==> src/rtl/triangle_face_normal_defines.svh <==
// ----------------------------------------------------------------------------
// Triangle face normal assertion macros
// Shared concurrent assertion forms for the face normal block.
// ----------------------------------------------------------------------------
`ifndef TRIANGLE_FACE_NORMAL_DEFINES_SVH
`define TRIANGLE_FACE_NORMAL_DEFINES_SVH

// Whenever the antecedent holds, the consequent holds in the same cycle.
`define TFN_ASSERT_IMPLY(label, clk, rst_n, ante, cons) \
    label: assert property (@(posedge clk) disable iff (!(rst_n)) (ante) |-> (cons)) \
        else $error("face normal check failed");

// The expression holds at every clock edge outside reset.
`define TFN_ASSERT_ALWAYS(label, clk, rst_n, expr) \
    label: assert property (@(posedge clk) disable iff (!(rst_n)) (expr)) \
        else $error("face normal check failed");

`endif

==> src/rtl/tfn_pkg.sv <==
// ----------------------------------------------------------------------------
// Triangle face normal package
// Request and result types, and the records passed along the cell chains.
// ----------------------------------------------------------------------------
package tfn_pkg;

    localparam int COORD_WIDTH = 16;
    localparam int NORM_WIDTH  = 16;
    // Scaled cross product magnitudes carry their top bit at position 30.
    localparam int MAG_WIDTH   = 31;
    localparam int SUM_WIDTH   = 64;
    localparam int ROOT_WIDTH  = 32;
    localparam int REM_WIDTH   = 34;

    typedef struct packed {
        logic signed [COORD_WIDTH-1:0] a_x;
        logic signed [COORD_WIDTH-1:0] a_y;
        logic signed [COORD_WIDTH-1:0] a_z;
        logic signed [COORD_WIDTH-1:0] b_x;
        logic signed [COORD_WIDTH-1:0] b_y;
        logic signed [COORD_WIDTH-1:0] b_z;
        logic signed [COORD_WIDTH-1:0] c_x;
        logic signed [COORD_WIDTH-1:0] c_y;
        logic signed [COORD_WIDTH-1:0] c_z;
    } t_tri_in;

    typedef struct packed {
        logic signed [NORM_WIDTH-1:0] norm_x;
        logic signed [NORM_WIDTH-1:0] norm_y;
        logic signed [NORM_WIDTH-1:0] norm_z;
        logic                         degenerate;
    } t_tri_out;

    typedef struct packed {
        logic [2:0] neg;
        logic       deg;
    } t_flags;

    typedef struct packed {
        logic [2:0][MAG_WIDTH-1:0] m;
        t_flags                    flags;
    } t_side;

    typedef struct packed {
        logic [REM_WIDTH-1:0]  rem;
        logic [ROOT_WIDTH-1:0] root;
        logic [SUM_WIDTH-1:0]  s;
    } t_sqrt;

endpackage

==> src/rtl/tfn_div_cell.sv <==
// ----------------------------------------------------------------------------
// Division cell
// Resolves one quotient bit for each of the three normal components.
// ----------------------------------------------------------------------------
module tfn_div_cell #(
    parameter int DW    = 47,
    parameter int QB    = 15,
    parameter int SHIFT = 0
) (
    input  logic                      i_clk,
    input  logic                      i_rst_n,
    input  logic                      i_valid,
    input  logic [2:0][DW-1:0]        i_rem,
    input  logic [2:0][QB-1:0]        i_q,
    input  logic [tfn_pkg::ROOT_WIDTH-1:0] i_len,
    input  tfn_pkg::t_flags           i_flags,
    output logic                      o_valid,
    output logic [2:0][DW-1:0]        o_rem,
    output logic [2:0][QB-1:0]        o_q,
    output logic [tfn_pkg::ROOT_WIDTH-1:0] o_len,
    output tfn_pkg::t_flags           o_flags
);
    import tfn_pkg::*;

    logic                  r_valid;
    logic [2:0][DW-1:0]    r_rem;
    logic [2:0][QB-1:0]    r_q;
    logic [ROOT_WIDTH-1:0] r_len;
    t_flags                r_flags;
    logic [2:0][DW-1:0]    n_rem;
    logic [2:0][QB-1:0]    n_q;
    logic [DW-1:0]         dvs;

    always_comb begin
        dvs = DW'(i_len) << SHIFT;
        for (int k = 0; k < 3; k++) begin
            if (i_rem[k] >= dvs) begin
                n_rem[k] = i_rem[k] - dvs;
                n_q[k]   = {i_q[k][QB-2:0], 1'b1};
            end else begin
                n_rem[k] = i_rem[k];
                n_q[k]   = {i_q[k][QB-2:0], 1'b0};
            end
        end
    end

    always_ff @(posedge i_clk) begin
        if (!i_rst_n) begin
            r_valid <= 1'b0;
        end else begin
            r_valid <= i_valid;
        end
        r_rem   <= n_rem;
        r_q     <= n_q;
        r_len   <= i_len;
        r_flags <= i_flags;
    end

    assign o_valid = r_valid;
    assign o_rem   = r_rem;
    assign o_q     = r_q;
    assign o_len   = r_len;
    assign o_flags = r_flags;

endmodule

==> config.mk <==
export PLATFORM = sky130hd
export DESIGN_NAME = tfn_div_cell
export DESIGN_NICKNAME = d
export VERILOG_FILES = /design/src/rtl/triangle_face_normal_defines.svh /design/src/rtl/tfn_pkg.sv /design/src/rtl/tfn_div_cell.sv
export SDC_FILE = /design/constraint.sdc
export NUM_CORES = 1
export LEC_CHECK = 0
export BUFFER_PORTS_ARGS = -buffer_cell sky130_fd_sc_hd__buf_2
export CORE_AREA = 2 2 174 176
export CTS_CLUSTER_SIZE = 10
export DETAILED_ROUTE_END_ITERATION = 10
export DIE_AREA = 0 0 176 178
export PLACE_DENSITY = 0.69
export SLEW_MARGIN = 40
export SYNTH_ARGS = -nofsm -noshare
export SYNTH_HDL_FRONTEND = slang
export SYNTH_SLANG_ARGS = --single-unit
==> constraint.sdc <==
create_clock -name i_clk -period 4.02 [get_ports i_clk]
set_clock_uncertainty 0.2 [all_clocks]
set_input_delay 0.201 -clock i_clk [delete_from_list [all_inputs] [get_ports i_clk]]
set_output_delay 0.201 -clock i_clk [all_outputs]
set_load 0.01 [all_outputs]
Word level (Yosys, flattened, before mapping)
Index checks and enable logic that the tools add are counted.
{"block": "totals", "reg_bits": 223, "inputBits": 225, "out_inout_bits": 223, "word_cells": 22}
{"block": "classes", "add_sub_neg": 3, "n_lt_le_gt_ge": 3, "n_mux": 6}
{"op": "47-bit by 32-bit greater-or-equal comparator with 1-bit output", "count": 3}
{"op": "47-bit 2-to-1 mux", "count": 3}
{"op": "47-bit by 32-bit subtractor with 47-bit output", "count": 3}
{"op": "1-bit 2-to-1 mux", "count": 3}

Longest topological paths before layout
Gate-level depths: netlist (run 1).
{"block": "logic_depth", "ltp_word": 2, "ltp_mapped": 13, "depth_no_buf": 13}

Worst setup path before layout (run 1)
No wires, ideal clock.
{"block": "synth_timing", "path_type": "input to register", "from": "input i_rem[0] (netlist bit)", "to": "register r_rem, in the netlist o_rem[46]", "setup_ns": 0.118, "arrival_ns": 2.653, "required_time_ns": 3.702, "setup_slack_ns": 1.049, "cell_stages": 13, "path_buffers": 0, "cell_sequence": "inv_1 -> ha_1 -> inv_1 -> fa_1 -> a211oi_1 -> o21ai_0 -> a31oi_1 -> o21bai_1 -> a31oi_1 -> o2bb2ai_1 -> nor3_2 -> nand3_1 -> xnor2_1"}
{"item": "from (decl)", "line_no": "tfn_div_cell.sv:13", "source": "input logic [2:0][DW-1:0] i_rem,"}
{"item": "to (signal assigned)", "line_no": "tfn_div_cell.sv:53", "source": "r_rem <= n_rem;"}
{"item": "to (decl)", "line_no": "tfn_div_cell.sv:26", "source": "logic [2:0][DW-1:0] r_rem;"}

==> results of run 1 <==
-- cells in the final DEF (no fill, tap or decap), types with 12 or more instances in the layout --
| cell type | count |
|---|---|
| a211oi_1 | 14 |
| a21o_1 | 45 |
| a21oi_1 | 131 |
| a31oi_1 | 15 |
| buf_2 | 444 |
| buf_4 | 12 |
| clkbuf_16 | 27 |
| dfxtp_1 | 223 |
| dlygate4sd3_1 | 233 |
| ha_1 | 95 |
| inv_1 | 65 |
| nand2_1 | 157 |
| nand3_1 | 39 |
| nand4_1 | 30 |
| nor2_1 | 101 |
| nor3_1 | 30 |
| nor4_1 | 14 |
| o211ai_1 | 14 |
| o21ai_0 | 117 |
| o21bai_1 | 19 |
| xnor2_1 | 89 |
| xor2_1 | 44 |
-- power breakdown --
part           switching, W  internal [W]  total [W]
Combinational       0.00114      0.000902    0.00205
Sequential        0.0000900       0.00251    0.00260
Clock              0.000937       0.00128    0.00221
-- repair_timing --
item,in CTS,in global routing
hold buffers,233,0
endpoints found under the hold margin,220,0
endpoints found under the setup margin,0,11
setup buffers,0,2
gates resized for setup,0,18
-- worst max-delay path: stages --
cell,delay (ns)
dlygate4sd3_1,0.56
buf_2,0.13
inv_1,0.19
fa_1,0.51
a211oi_1,0.28
o21ai_0,0.20
a31oi_2,0.34
o21ai_1,0.23
a41oi_1,0.32
o211ai_1,0.13
a21oi_1,0.24
o21ai_0,0.15
xnor2_1,0.16
dlygate4sd3_1,0.55
-- cell families after synthesis --
family / synth area share, %
AND/OR/NAND/NOR: 17.8
XOR/XNOR: 9.56
flip-flops: 36.6
multiplexers: 0.636
AO/OA/AOI/OAI: 21.0
buffers and inverters: 4.05
adder cells (fa/ha/maj): 10.3
-- path summary, 6_finish.rpt --
| kind | cells past startpoint | endpoint | from | slack (ns) |
|---|---|---|---|---|
| setup / recovery | 14 | o_rem[42] | i_len[1] | 0.08 |
| hold / removal | 2 | o_q[4] | i_q[3] | 0.09 |
-- per-layer routing --
metal,up-vias,global-route usage [%],routed length [microns],part of all wire (%)
met3,115,5.75,3510,7.5
met5,-,0,13,0.028
met2,601,51.6,22700,48
met4,2,10.6,1750,3.7
li1,6482,-,-,-
met1,6072,33.8,18900,40
-- layout make-up --
class,count,area [sq um],area share [%]
Sequential cell,223,4460,24.8
Tap cell,390,488,2.71
Antenna cell,1,2.50,0.0139
Multi-Input combinational cell,1104,7320,40.7
Clock buffer,34,742,4.13
Inverter,66,248,1.38
Timing Repair Buffer,691,4680,26.1
Clock inverter,3,30.0,0.167
-- registers in the layout (all words and copies together) (netlist names) --
register / flops
o_rem: 141
o_q: 45
o_len: 32
o_flags: 4
o_valid: 1
-- metrics by stage --
stage | setup slack [ns] | cells | hold slack, ns | power [W]
floorplan | 1.05 | 1453 | 0.0287 | 0.00369
global placement | 0.368 | 2239 | 0.103 | 0.00443
detailed placement | 0.342 | 2239 | 0.105 | 0.00444
CTS | 0.0167 | 2509 | 0.0637 | 0.00685
global route | -0.0354 | 2512 | 0.0659 | 0.00721
finish | 0.0790 | 2512 | 0.0903 | 0.00686
==> results, run 1 <==
- For this design the ratio of total power to cell area is about 380 mW/mm^2.
- The hold violation count in the final report is 0.
- Summed over all failing endpoints, the final setup total negative slack is 0 ns.
- The pre-antenna-repair detailed-routing pass consisted of 5 iterations.
- The congestion estimate from routability-driven global placement came to a little over 0.9.
- Of the cells placed in the final design, the portion with a size suffix greater than 1 is between 20 and 30%.
- TritonCTS created 27 clock buffers.
- The leading register cell type out of synthesis is dfxtp_1.
- The worst-case IR drop observed on VDD is 409 uV.
- The final standard cell utilization of the core is between 60% and 70%.
- The category of the worst setup path capture point is a flip-flop.
- TritonCTS built the clock tree.
- The number of warnings printed during yosys synthesis is 0.
- The floorplan row count is 63.
- After routing the design area is between 0.015 and 0.02 sq mm.
- For this run, design rule violations remaining after detail routing come to 0.
- In this run the cell area of the synthesized design comes to approximately 0.012 sq mm.
- The run finished with clean final reports.
- The global-route wire length before repair is 70,700 microns.
- The wire length after detailed routing is around 47,000 microns.
- The count of nets left with antenna violations once routing finished came out at 0.
- The die is 176 microns wide.
- The smallest clock period supported by the final layout is computed as slightly below 4 ns.
- Entering global routing, the biggest net connects 36 pins.
- 448 I/O pins were placed.
- The sum of overflow across all layers after global routing is 0.
- The achievable clock frequency is between 200 and 300 MHz.
- The initial detailed-routing violation count is 916.
- CTS built an H-tree with a depth of 1.
- The worst slew margin relative to its limit is 53.7%.
- The number of antenna violations at the first check in global routing was 2.
- The count of flip-flops with a built-in enable after synthesis is 0.
- After synthesis, the netlist uses 78 different library cells.
- The sequential area share after synthesis is around 37%.
- After filler insertion, the fill cell instance count of the layout stands at 2,509.
- The share of the synthesized area in the top cell type is about 37%.
- The TritonCTS sink count is 223.
- The region available for standard cell placement spans about 0.03 sq mm.
- The worst min-delay path class is in2reg.
- Counting flops with an async set or reset pin after synthesis yields a share of 0%.
- Across the run, the number of max-cap violations was 0.
- In the synthesized netlist, the cells that appear most often are dfxtp_1, nand2_1, a21oi_1.
- By startpoint and endpoint, the worst setup path is classified as in2reg.
- The via count of the first global-routing pass is approximately 13,000.
- The leading area contributor after synthesis is dfxtp_1.
- The worst setup path is launched from a primary input.
- The height of the die is roughly 180 microns.
- No sink is reached through more buffers than the 3 on the longest clock path.
- After synthesis, the cell types taking the most area are dfxtp_1, ha_1, xnor2_1.
- The number of instances in the synthesized netlist is roughly 1,500.
- The mean instance size in the synthesized netlist is approximately 8.4 sq um.
- The pin slew with the least headroom to its limit is between 0.6 and 0.7 ns.
- The starting density of the core is just over 40%.
- The clock transition at the registers of the reported paths is 0.06 ns.
- The static power due to leakage is about 8.1 nW.
- The total half-perimeter wirelength after legalization and detailed placement is 34,700 microns.
- The worst endpoint required time is around 4.3 ns.
- The number of failing setup endpoints in the final timing report is 0.
- The vias after detailed routing is approximately 13,000.
- The flip-flop and latch count after synthesis is 223.
- The worst path uses a little over nine tenths of the clock period.
- Buffers placed on the I/O ports in this run total 444.
- The growth of design area from synthesis to finish is 47.5%.
- The data arrival time at the worst-slack endpoint is roughly 4.2 ns.
- The top fanout value on the critical path is 6.
- For this run, the post-layout net count is around 2,400.
- The die covers 0.0313 sq mm.
- The clock root buffer is clkbuf_16.
- The final-report max-slew violation count was 0.
- The instance area at placement is 0.0148 sq mm.
- Counting every net in the synthesized netlist gives 1,777.
- dfxtp_1 is the most common cell in the netlist.
- The global-route usage over all layers is about 29%.
- The mean number of vias per cell is about 5.3.
- The detailed-route wire length per cell is 18.7 microns.
No activity file was read; power rests on OpenSTA's default activity.
==> inputs of run 2 (changes only) <==
--- a/config.mk
+++ b/config.mk
@@ -11,6 +11,7 @@
 export DETAILED_ROUTE_END_ITERATION = 10
 export DIE_AREA = 0 0 176 178
 export PLACE_DENSITY = 0.69
+export REMOVE_ABC_BUFFERS = 1
 export SLEW_MARGIN = 40
 export SYNTH_ARGS = -nofsm -noshare
 export SYNTH_HDL_FRONTEND = slang
==> run 2 against run 1 <==
Critical path depth did not move. Sequential power is essentially flat. Critical endpoint is now o_rem[45]. Largest cell class unchanged. Critical path type unchanged. Combinational power barely moved. Via count grew 1.4%.
==> results, run 2 (same netlist as run 1, synthesis figures left out) <==
- The TritonCTS sink count is about 220.
- The via count of the first global-routing pass is approximately 13,000.
- The global-route wire length before repair is 71,000 microns.
- The routability congestion estimate from global placement is about 0.95.
- For this run, the slowest stage of the critical path takes 0.57 ns.
- Clock tree synthesis inserted a total of 27 buffers.
- The floorplan row count is 63.
- The TritonCTS clock tree is built.
- The number of nets with antenna violations after routing is 0.
- The starting density of the core is a little over 40%.
- The start point of the worst min-delay path is i_q[11].
- The detailed-route wire length per cell is about 19 microns.
- The detailed-routing iteration count for the pre-antenna-repair pass is 5.
- The x dimension of the die is approximately 180 microns.
- The final route contains 13,500 vias.
- In the final layout, the share of cells above drive strength 1 is 25.0%.
- Overall power consumption after layout is estimated at 0.00688 W.
- The number of top-level pins is roughly 450.
- The detailed router finished its first iteration with 903 violations.
- Using the TritonRoute via totals, the vias-per-cell ratio works out to approximately 5.3.
- The layout net count is roughly 2,400.
- Of the available clock period, the critical path in the final layout requires approximately 100%.
- The number of antenna violations at the first check in global routing is 2.
- The floorplan step defined a die boundary enclosing ~0.031 sq mm.
- Leaving out fill and tap cells, the most frequent cell in the layout is buf_2.
- The final routed DRC violation total is 0.
- Wires add up to ~48,000 microns.
- Clock-pin slew was measured on the worst setup and hold paths at around 0.06 ns.
- Once placement completed, the tool counted placed cells totaling 2,237.
- The floorplan step set the die height to about 180 microns.
- The path with the worst hold slack has its endpoint at o_q[12].
- Across all hold checks on the routed design, the worst slack comes to 0.0817 ns.
- The achievable clock frequency is approximately 250 MHz.
- Summed over all layers, the global routing overflow is 0.
- The number of inserted filler cells in the final layout is roughly 2,500.
- The hold violation count in the final report came to 0.
- For this design, the slowest cell found on the critical path is dlygate4sd3_1.
- The shortest clock period the worst path allows after layout is just under 4 ns.
- The clock passes through at most 3 buffers.
- The number of failing setup endpoints in the final timing report is 0.
- Compared with the post-synthesis result, the final layout area differs by 48.7%.
- Data on the critical path is required at its endpoint by between 4 and 5 ns.
- The signal on the critical path passes through dlygate4sd3_1 -> buf_2 -> inv_1 -> ha_1 -> and4_1 -> and2_1 -> o21ai_1 -> nand3_1 -> a221o_2 -> a311oi_4 -> a31o_2 -> o2111ai_1 -> xnor2_1 -> dlygate4sd3_1.
- The worst min-delay path class is in2reg.
- Summed over all cells, the static leakage comes to roughly 8.2 nW.
- Along the worst path, the maximum fanout reaches 5.
- The worst slew margin relative to its limit is around 50%.
- The register with the most flip-flops in the layout has 141 of them.
- The area of the core region is between 0.02 and 0.03 sq mm.
- The filler-free cell count of the finished design is 2,524.
- The worst-case IR drop observed on VDD is roughly 380 uV.
- Summed over all nets, the half-perimeter wirelength after detailed placement is 34,700 microns.
- The total power divided by cell area is between 300 and 400 mW/mm^2.
- The count of port buffers added during placement is around 440.
- Data arrives at the worst endpoint at 4.22 ns.
- The pin slew with the least headroom to its limit is about 0.74 ns.
- The final-report max-slew violation count is 0.
- The number of H-tree levels is 1.
- The category of the worst setup path capture point is a flip-flop.
- The number of max-cap violations is 0.
- The clock root buffer is clkbuf_16.
- Leaving out fill and tap cells, the most frequent cells in the layout are buf_2, dlygate4sd3_1, dfxtp_1.
- Measured on the finished design, the core utilization comes to around 60%.
- The setup total negative slack is 0 ns.
- The element type at the critical path start is a primary input.
- The pin count of the biggest net entering global routing is 45.
- Among the stages of the critical path, the cell type that occurs most often is dlygate4sd3_1.
- The flow ran to the end, and the final reports show no timing, DRC or antenna violations.
- The depth of the worst hold-timing path is 2.
- The global-route usage over all layers is slightly below 30%.
- The critical path is of the in2reg type.
[run 2: cell count changes in the layout (fill, tap and decap cells not counted), sizes merged]
| cell | delta |
|---|---|
| dlygate4sd3 | +14 |
| diode | +1 |
| buf | -3 |
[run 2: worst max-delay path by stage]
stage	depth (start not counted)	to	start	slack, ns
5_1_grt	14	o_rem[84]	i_len[24]	-0.05
6_report	14	o_rem[45]	i_len[6]	0.04
3_5_place_dp	13	o_rem[46]	i_len[0]	0.32
3_3_place_gp	13	o_rem[30]	i_len[0]	0.36
2_1_floorplan	10	o_rem[29]	i_len[26]	0.59
4_1_cts	13	o_rem[45]	i_len[24]	0.03
[run 2: what timing repair did]
| action | CTS | global route |
|---|---|---|
| setup buffers | 0 | 1 |
| resized for setup | 0 | 19 |
| hold endpoints to repair | 220 | 0 |
| setup endpoints to repair | 0 | 24 |
| hold buffers | 247 | 0 |
[run 2: critical path: cells and delay by family]
family,cells,cell delay [ns]
buffers and inverters,4,1.47
AO/OA/AOI/OAI,5,1.37
AND/OR/NAND/NOR,3,0.63
adder cells (fa/ha/maj),1,0.35
XOR/XNOR,1,0.19
[run 2: cell type report]
cell class | count | area (sq um) | area share [%]
clock inverters | 3 | 30.0 | 0.166
diodes | 2 | 5.00 | 0.0276
well taps | 390 | 488 | 2.69
clock buffers | 34 | 742 | 4.09
inverters | 66 | 248 | 1.37
repair buffers | 702 | 4810 | 26.6
multi-input cells | 1104 | 7330 | 40.5
flip-flops and latches | 223 | 4460 | 24.6
[run 2: stage by stage]
stage	worst slack (ns)	instance area, sq um
3_5_place_dp	0.319	14800
4_1_cts	0.0253	18000
6_report	0.0450	18100
2_1_floorplan	0.588	11900
5_1_grt	-0.0458	18100
3_3_place_gp	0.361	14800
[run 2: layer usage]
| layer | global-route usage [%] | wire (microns) | part of all wire [%] |
|---|---|---|---|
| met4 | 11.3 | 1850 | 3.9 |
| met5 | 0 | 0 | 0 |
| met3 | 5.88 | 3850 | 8.1 |
| met1 | 33.8 | 18900 | 40 |
| met2 | 51.6 | 23200 | 48 |
[run 2: power by group]
part           total [W]  switching (W)  leakage, nW  internal, W
Sequential       0.00260      0.0000850         1.88      0.00251
Combinational    0.00207        0.00115         5.89     0.000915
Clock            0.00221       0.000936        0.383      0.00128
Total            0.00688        0.00217         8.16      0.00470
